### src/rtl/core/rcbc_pkg.sv
// ----------------------------------------------------------------------------
// rcbc_pkg
// Shared constants, register indexes and pixel conversion functions for the
// RGB565 centered blit converter.
// ----------------------------------------------------------------------------
package rcbc_pkg;

	localparam int MAX_DIM   = 2048;
	localparam int DIM_W     = 12;
	localparam int CNT_W     = 11;
	localparam int STRIDE_W  = 14;
	localparam int LAYOUT_W  = 27;
	localparam int GROUP_W   = 9;
	localparam int ADDR_W    = 24;
	localparam int DATA_W    = 32;
	localparam int CFG_IDX_W = 3;
	localparam int CFG_DAT_W = 27;

	localparam logic [DIM_W-1:0]    DIM_RESET    = 12'd240;
	localparam logic [STRIDE_W-1:0] STRIDE_RESET = 14'd480;
	localparam logic [LAYOUT_W-1:0] LAYOUT_RESET = 27'd42044075;
	localparam logic [DIM_W-1:0]    DIM_MAX      = DIM_W'(MAX_DIM);

	// layout groups that select the unmodified 565 format
	localparam logic [GROUP_W-1:0] GROUP_565_RED   = {4'd5, 5'd11};
	localparam logic [GROUP_W-1:0] GROUP_565_GREEN = {4'd6, 5'd5};
	localparam logic [GROUP_W-1:0] GROUP_565_BLUE  = {4'd5, 5'd0};

	// floor(c*255/31) = (c*255*33826) >> 20 for c in 0..31
	localparam logic [28:0] EXP5_MUL = 29'(255 * 33826);
	// floor(c*255/63) = (c*255*66577) >> 22 for c in 0..63
	localparam logic [30:0] EXP6_MUL = 31'(255 * 66577);

	typedef enum logic [CFG_IDX_W-1:0] {
		CFG_FRAME_WIDTH    = 3'd0,
		CFG_FRAME_HEIGHT   = 3'd1,
		CFG_SCREEN_WIDTH   = 3'd2,
		CFG_SCREEN_HEIGHT  = 3'd3,
		CFG_LINE_STRIDE    = 3'd4,
		CFG_PIXEL_MODE     = 3'd5,
		CFG_CHANNEL_LAYOUT = 3'd6
	} cfg_index_t;

	function automatic logic [7:0] expand5(input logic [4:0] c);
		logic [28:0] p;
		p = 29'(c) * EXP5_MUL;
		return p[27:20];
	endfunction

	function automatic logic [7:0] expand6(input logic [5:0] c);
		logic [30:0] p;
		p = 31'(c) * EXP6_MUL;
		return p[29:22];
	endfunction

	// group: [4:0] bit offset, [8:5] length (0 = absent, above 8 = 8)
	function automatic logic [DATA_W-1:0] place_channel(input logic [7:0] value8,
			input logic [GROUP_W-1:0] group);
		logic [4:0]        off;
		logic [3:0]        len;
		logic [3:0]        sh;
		logic [7:0]        v;
		logic [DATA_W-1:0] w;
		off = group[4:0];
		len = (group[8:5] > 4'd8) ? 4'd8 : group[8:5];
		sh  = 4'd8 - len;
		v   = value8 >> sh;
		w   = {24'd0, v} << off;
		return (group[8:5] == 4'd0) ? '0 : w;
	endfunction

endpackage

### src/rtl/core/rgb565_centered_blit_converter_core.sv
// ----------------------------------------------------------------------------
// rgb565_centered_blit_converter_core
// Converts a raster stream of RGB565 pixels into screen buffer writes,
// centered on the screen, with optional channel repacking.
// ----------------------------------------------------------------------------
// Pipeline: an accepted input word passes the input register, then the result register.
// Throughput: one word per cycle; with the result stalled the input register
// still takes one more word, then in_stall rises until the result moves.
// Reset: arst_n clears the pipeline valids, the column and row counts and
// loads the configuration registers with their default values.
module rgb565_centered_blit_converter_core
	import rcbc_pkg::*;
(
	input  logic                 clk,
	input  logic                 arst_n,
	input  logic                 cfg_wr_en,
	input  logic [CFG_IDX_W-1:0] cfg_index,
	input  logic [CFG_DAT_W-1:0] cfg_data,
	input  logic                 in_valid,
	output logic                 in_stall,
	input  logic [15:0]          src_pixel,
	output logic                 out_valid,
	input  logic                 out_stall,
	output logic [ADDR_W-1:0]    write_address,
	output logic [DATA_W-1:0]    write_data,
	output logic                 write_wide,
	output logic                 frame_last
);

	logic [DIM_W-1:0]    frame_width_q;
	logic [DIM_W-1:0]    frame_height_q;
	logic [DIM_W-1:0]    screen_width_q;
	logic [DIM_W-1:0]    screen_height_q;
	logic [STRIDE_W-1:0] line_stride_q;
	logic                pixel_mode_q;
	logic [LAYOUT_W-1:0] channel_layout_q;

	logic [CNT_W-1:0] column_count_q;
	logic [CNT_W-1:0] row_count_q;

	logic             valid_s1;
	logic [15:0]      pix_s1;
	logic [DIM_W-1:0] xpos_s1;
	logic [DIM_W-1:0] ypos_s1;
	logic             last_s1;

	logic              out_valid_q;
	logic [ADDR_W-1:0] write_address_q;
	logic [DATA_W-1:0] write_data_q;
	logic              write_wide_q;
	logic              frame_last_q;

	logic             out_adv;
	logic             in_acc;
	logic [DIM_W-1:0] fw;
	logic [DIM_W-1:0] fh;
	logic [DIM_W-1:0] xoff;
	logic [DIM_W-1:0] yoff;
	logic [DIM_W-1:0] col_inc;
	logic [DIM_W-1:0] row_inc;
	logic             last_col;
	logic             last_row;

	logic [GROUP_W-1:0]  red_g;
	logic [GROUP_W-1:0]  green_g;
	logic [GROUP_W-1:0]  blue_g;
	logic                passthrough;
	logic [DATA_W-1:0]   packed_word;
	logic [DATA_W-1:0]   data_c;
	logic [25:0]         row_bytes;
	logic [13:0]         col_bytes;
	logic [ADDR_W-1:0]   addr_c;

	// handshake
	assign out_adv  = !out_valid_q || !out_stall;
	assign in_stall = valid_s1 && !out_adv;
	assign in_acc   = in_valid && !in_stall;

	// configuration
	always_ff @(posedge clk or negedge arst_n) begin
		if (!arst_n) begin
			frame_width_q    <= DIM_RESET;
			frame_height_q   <= DIM_RESET;
			screen_width_q   <= DIM_RESET;
			screen_height_q  <= DIM_RESET;
			line_stride_q    <= STRIDE_RESET;
			pixel_mode_q     <= 1'b0;
			channel_layout_q <= LAYOUT_RESET;
		end else if (cfg_wr_en) begin
			unique case (cfg_index)
				CFG_FRAME_WIDTH:    frame_width_q    <= cfg_data[DIM_W-1:0];
				CFG_FRAME_HEIGHT:   frame_height_q   <= cfg_data[DIM_W-1:0];
				CFG_SCREEN_WIDTH:   screen_width_q   <= cfg_data[DIM_W-1:0];
				CFG_SCREEN_HEIGHT:  screen_height_q  <= cfg_data[DIM_W-1:0];
				CFG_LINE_STRIDE:    line_stride_q    <= cfg_data[STRIDE_W-1:0];
				CFG_PIXEL_MODE:     pixel_mode_q     <= cfg_data[0];
				CFG_CHANNEL_LAYOUT: channel_layout_q <= cfg_data[LAYOUT_W-1:0];
				default: ;
			endcase
		end
	end

	// position and centering
	always_comb begin
		fw = (frame_width_q == '0) ? DIM_W'(1) :
			(frame_width_q > DIM_MAX) ? DIM_MAX : frame_width_q;
		fh = (frame_height_q == '0) ? DIM_W'(1) :
			(frame_height_q > DIM_MAX) ? DIM_MAX : frame_height_q;
		xoff = (screen_width_q > fw) ? DIM_W'((screen_width_q - fw) >> 1) : '0;
		yoff = (screen_height_q > fh) ? DIM_W'((screen_height_q - fh) >> 1) : '0;
		col_inc  = {1'b0, column_count_q} + DIM_W'(1);
		row_inc  = {1'b0, row_count_q} + DIM_W'(1);
		last_col = col_inc >= fw;
		last_row = row_inc >= fh;
	end

	always_ff @(posedge clk or negedge arst_n) begin
		if (!arst_n) begin
			column_count_q <= '0;
			row_count_q    <= '0;
		end else if (in_acc) begin
			if (last_col) begin
				column_count_q <= '0;
				row_count_q    <= last_row ? '0 : row_inc[CNT_W-1:0];
			end else begin
				column_count_q <= col_inc[CNT_W-1:0];
			end
		end
	end

	// input register
	always_ff @(posedge clk or negedge arst_n) begin
		if (!arst_n) begin
			valid_s1 <= 1'b0;
		end else if (!in_stall) begin
			valid_s1 <= in_valid;
		end
	end

	always_ff @(posedge clk) begin
		if (in_acc) begin
			pix_s1  <= src_pixel;
			xpos_s1 <= {1'b0, column_count_q} + xoff;
			ypos_s1 <= {1'b0, row_count_q} + yoff;
			last_s1 <= last_col && last_row;
		end
	end

	// pixel conversion and address
	always_comb begin
		red_g   = channel_layout_q[8:0];
		green_g = channel_layout_q[17:9];
		blue_g  = channel_layout_q[26:18];
		passthrough = !pixel_mode_q && red_g == GROUP_565_RED &&
			green_g == GROUP_565_GREEN && blue_g == GROUP_565_BLUE;
		packed_word = place_channel(expand5(pix_s1[15:11]), red_g) |
			place_channel(expand6(pix_s1[10:5]), green_g) |
			place_channel(expand5(pix_s1[4:0]), blue_g);
		if (passthrough) begin
			data_c = {16'd0, pix_s1};
		end else if (!pixel_mode_q) begin
			data_c = {16'd0, packed_word[15:0]};
		end else begin
			data_c = packed_word;
		end
		row_bytes = 26'(ypos_s1) * 26'(line_stride_q);
		col_bytes = pixel_mode_q ? {xpos_s1, 2'b00} : {1'b0, xpos_s1, 1'b0};
		addr_c    = row_bytes[ADDR_W-1:0] + ADDR_W'(col_bytes);
	end

	// result register
	always_ff @(posedge clk or negedge arst_n) begin
		if (!arst_n) begin
			out_valid_q <= 1'b0;
		end else if (out_adv) begin
			out_valid_q <= valid_s1;
		end
	end

	always_ff @(posedge clk) begin
		if (out_adv && valid_s1) begin
			write_address_q <= addr_c;
			write_data_q    <= data_c;
			write_wide_q    <= pixel_mode_q;
			frame_last_q    <= last_s1;
		end
	end

	assign out_valid     = out_valid_q;
	assign write_address = write_address_q;
	assign write_data    = write_data_q;
	assign write_wide    = write_wide_q;
	assign frame_last    = frame_last_q;

endmodule
### config.mk
export PLATFORM = sky130hd
export DESIGN_NAME = rgb565_centered_blit_converter_core
export DESIGN_NICKNAME = d
export VERILOG_FILES = /design/src/rtl/core/rcbc_pkg.sv /design/src/rtl/core/rgb565_centered_blit_converter_core.sv
export SDC_FILE = /design/constraint.sdc
export NUM_CORES = 1
export LEC_CHECK = 0
export ABC_AREA = 1
export BUFFER_PORTS_ARGS = -buffer_cell sky130_fd_sc_hd__buf_2
export CAP_MARGIN = 10
export CORE_ASPECT_RATIO = 1.1
export CORE_UTILIZATION = 25
export CTS_BUF_LIST = sky130_fd_sc_hd__clkbuf_4 sky130_fd_sc_hd__clkbuf_8 sky130_fd_sc_hd__clkbuf_16
export DETAILED_ROUTE_END_ITERATION = 8
export GPL_TIMING_DRIVEN = 0
export SLEW_MARGIN = 20
export SYNTH_ARGS = -nofsm -noshare
export SYNTH_HDL_FRONTEND = slang
export SYNTH_SLANG_ARGS = --single-unit
### constraint.sdc
create_clock -name clk -period 6.6 [get_ports clk]
set_clock_uncertainty 0.2 [all_clocks]
set_input_delay 0.66 -clock clk [delete_from_list [all_inputs] [get_ports clk]]
set_output_delay 0.66 -clock clk [all_outputs]
set_load 0.02 [all_outputs]
==> results <==
- The run finished with clean final reports.
- The most frequently used flop master after synthesis is edfxtp_1.
- The largest total area in the synthesized netlist belongs to nand2_1.
- Entering global routing, the biggest net connects just over 90 pins.
- The number of standard-cell rows in the floorplan is approximately 120.
- The H-tree depth is 2.
- The compound-gate portion of the synthesized area is 0.07310.
- The final antenna-violating net count is 0.
- The worst-case headroom to the max-slew limit is 0.4247.
- The combinational family with the most area after synthesis is simple AND/OR/NAND/NOR gates.
- The first global-routing pass estimated between 100000 and 150000 um of wire.
- The overall fraction of global-route tracks in use is 0.1528.
- The cell area that synthesis handed to floorplanning was 0.02557 mm^2.
- By area the synthesized netlist is led by nand2_1, fa_1, ha_1, edfxtp_1, inv_1.
- For this run the aggregate overflow at the end of global routing stands at 0.
- The leakage dissipation is around 15 nW.
- The final sum of negative setup slack is 0 ns.
- The share of async-settable or async-resettable flops after synthesis is 0.5352.
- Setup repair after global routing left no endpoint under its margin.
- The portion of synthesized area spent on multiplexers is 0.
- The final count of hold timing violations is 0.
- After detailed routing, the total wire length is roughly 80000 um.
- Of the cells placed in the final design, the portion with a size suffix greater than 1 is 0.09279.
- Along the worst path, the maximum fanout reaches 13.
- The root buffer cell is clkbuf_16.
- The number of antenna violations at the first check in global routing is 1.
- The effective utilization at floorplan is 0.2531.
- The tool flagged a number of max-cap violations equal to 0.
- The power density over the cells is about 550 mW/mm^2.
- After the first detailed-routing iteration, the DRC count stood at approximately 1500.
- The final period utilization is 0.9479.
- The worst ir drop on vdd is just under 800 uV.
- The fill cell instance count of the final layout is ~11000.
- The die covers approximately 0.10 mm^2.
- The count of non-filler cells in the finished layout is 5136.
- The worst-skew pair later-pin latency is 0.58 ns.
- The average size of a mapped cell is a little over 7 um^2.
- The share of the Yosys chip area taken by registers is 0.2293.
- The routed layout has 23361 vias.
- The number of enable-type register cells in the synthesized netlist is approximately 100.
- The count of different cell masters after synthesis is a little over 50.
- The final net count is roughly 4200.
- The clock transition at the registers of the reported paths is roughly 0.060 ns.
- In the post-route analysis, the smallest setup slack over all paths is 0.3438 ns.
- Walking the worst path, the cells encountered are nand2_1, fa_1, inv_1, fa_1, fa_1, inv_1, fa_1, fa_1, inv_1, ha_1, a21oi_1, o21ai_1, a21oi_2, o21ai_1, a21oi_1, o21bai_1, a21boi_2, o21ai_0, a21boi_1, nor2_1, o21ai_0, nand2_1, xor2_1.
- The number of nets produced by synthesis is just over 4000.
- The number of buffers inserted by port buffering is between 100 and 150.
- In the synthesized netlist, the number of instances is 3596.
- The number of sinks on the clock net is 213.
- The adder-cell area share of the yosys netlist is 0.2627.
- Setup violations remaining at the end of the flow were counted as 0.
- The cell count after placement is 5075.
- The final number of max-transition violations came to 0.
- In this run, CTS created clock tree buffers numbering 34.
- The cell that appears most often on the critical path is fa_1.
- STA classifies the critical path endpoint as a register.
- In this run the worst hold path is classified as in2reg.
- The number of iterations in the first detailed-routing pass is 6.
- On the worst path, the slowest cell contributes a delay of 0.72 ns.
- The longest clock path from root to sink contains 3 buffers.
- The slew of the pin with the lowest slew margin is around 0.85 ns.
- Power comes to 16.05 mW.
- The routability congestion estimate from global placement is roughly 1.
- The type of the worst setup path is reg2reg.
- From synthesis to final layout, the design area changed by 14.35%.
- The number of global-route vias before repair is about 23000.
- The half-perimeter wire length after placement is approximately 64000 um.
- The detail-routed net length per standard cell is approximately 15 um.
- During I/O placement, the number of pins put on the boundary was 111.
- The startpoint kind of the worst setup timing path is a register.
- The number of antenna diodes in the final layout is 0.
- The signal arrival time at the worst endpoint is around 6.4 ns.
- The chip height is approximately 340 um.
- The post-synthesis xor/xnor area fraction is 0.01884.
- For this run, design rule violations remaining after detail routing come to 0.
- The die boundary width is just over 300 um.
- The share of synthesized area in the top cell type comes to 0.1487.
- At the worst endpoint, the required time is just under 7 ns.
- Counting flops and latches in the post-synthesis netlist gives between 200 and 250.
- The largest individual stage delay along the critical path comes from the cell dfstp_4.
- The count of synthesis-stage warnings from yosys is 0.
- The worst setup slack before clock tree synthesis is -0.2341 ns.
- The highest clock rate is 159.8 MHz.
- TritonCTS built the clock tree.
- The time the final worst path needs with I/O delays and setup is 6.256 ns.
- The post-synthesis simple-gate area fraction is 0.3015.
- The placeable core area is 0.1011 mm^2.
- Dividing the detail-routed via count by the number of cells gives 4.548.
cell type report:
| cell class | instances | area [um^2] | share of cell area |
|---|---|---|---|
| Inverter | 664 | 2492 | 0.08523 |
| Clock inverter | 22 | 287.8 | 0.009841 |
| Sequential cell | 213 | 5873 | 0.2008 |
| Timing Repair Buffer | 122 | 743.2 | 0.02542 |
| Tap cell | 1364 | 1707 | 0.05836 |
| Multi-Input combinational cell | 2622 | 16800 | 0.5747 |
| Clock buffer | 40 | 919.6 | 0.03145 |
| Buffer | 89 | 414.1 | 0.01416 |
per-stage QoR:
step	area [um^2]	utilization	hold slack (ns)
global route	29240	0.2894	0.05033
global placement	27830	0.2754	0.2536
floorplan	25570	-	0.1644
CTS	29200	0.2889	0.03169
detailed placement	27980	0.2769	0.2760
finish	29240	0.2894	0.06755
critical path, delay by kind of cell (launching register included):
family / cells / cell delay [ns]
compound gates: 10 / 1.67
xor+xnor: 1 / 0.14
fa+ha+maj: 6 / 2.87
buf+inv: 3 / 0.14
flops: 1 / 0.72
simple gates: 3 / 0.25
layer usage:
metal | part of all wire | GRT usage | wire length, um
met1 | 0.44 | 0.1974 | 34640
met2 | 0.47 | 0.2582 | 36530
met3 | 0.051 | 0.01705 | 4003
met4 | 0.039 | 0.06383 | 3082
met5 | 0 | 0 | 0
final timing paths:
kind,to,slack (ns),start,cells after the start
max reg2reg,write_address[22],0.34,line_stride_q[7],23
max,write_address[22],0.34,line_stride_q[7],23
min reg2reg,screen_height_q[11],0.29,screen_height_q[11],2
min,pix_s1[0],0.07,src_pixel[0],1
max in group asynchronous,pixel_mode_q,5.07,arst_n,3
min in group asynchronous,channel_layout_q[13],0.35,arst_n,2
repair_timing:
item | 4_1_cts | 5_1_grt
setup endpoints to repair | 1 | 3
gates resized for setup | 2 | 15
endpoints found under the hold margin | 26 | 0
setup buffers | 0 | 4
hold buffers | 3 | 0
pin swaps | 0 | 1
synth_stat cells (all sizes together), types with 3 or more instances:
cell type	count
a211oi	4
a21boi	6
a21o	7
a21oi	121
and2	3
buf	43
clkbuf	54
clkinv	4
dfrtp	83
dfstp	31
edfxtp	99
fa	180
ha	249
inv	660
nand2	1036
nand3	377
nand3b	4
nand4	59
nor2	267
nor3	28
nor4	11
o21ai	179
o21bai	13
o22ai	7
or2	4
xnor2	17
xor2	38
cell families (layout without fill, tap and decap cells):
kind of cell | Yosys count | after routing
XOR/XNOR | 55 | 55
AND/OR/NAND/NOR | 1793 | 1793
buffers and inverters | 761 | 937
AO/OA/AOI/OAI | 345 | 345
adder cells (fa/ha/maj) | 429 | 429
flip-flops | 213 | 213
cell usage in the layout, fill, tap and decap left out, drive strengths merged, types with 7 or more instances in the layout:
cell | Yosys | layout
a21o | 7 | 7
a21oi | 121 | 121
buf | 43 | 162
clkbuf | 54 | 86
clkinv | 4 | 14
dfrtp | 83 | 83
dfstp | 31 | 31
edfxtp | 99 | 99
fa | 180 | 180
ha | 249 | 249
inv | 660 | 668
nand2 | 1036 | 1036
nand3 | 377 | 377
nand4 | 59 | 59
nor2 | 267 | 267
nor3 | 28 | 28
nor4 | 11 | 11
o21ai | 179 | 179
o21bai | 13 | 13
o22ai | 7 | 7
xnor2 | 17 | 17
xor2 | 38 | 38
registers in the layout (all words and copies together), names as in the netlist:
signal            flops
channel_layout_q     27
column_count_q       11
frame_height_q       12
frame_last            1
frame_width_q        12
last_s1               1
line_stride_q        14
out_valid             1
pix_s1               16
pixel_mode_q          1
row_count_q          11
screen_height_q      12
screen_width_q       12
valid_s1              1
write_address        24
write_data           32
write_wide            1
xpos_s1              12
ypos_s1              12
where the power goes:
part           switching, mW  leakage [nW]  internal [mW]
sequential             0.329          2.33           2.32
clock                  0.774         0.600           1.18
combinational           7.06          12.5           4.38
total                   8.17          15.4           7.88
Note: power is estimated with default switching activity, not from simulation.
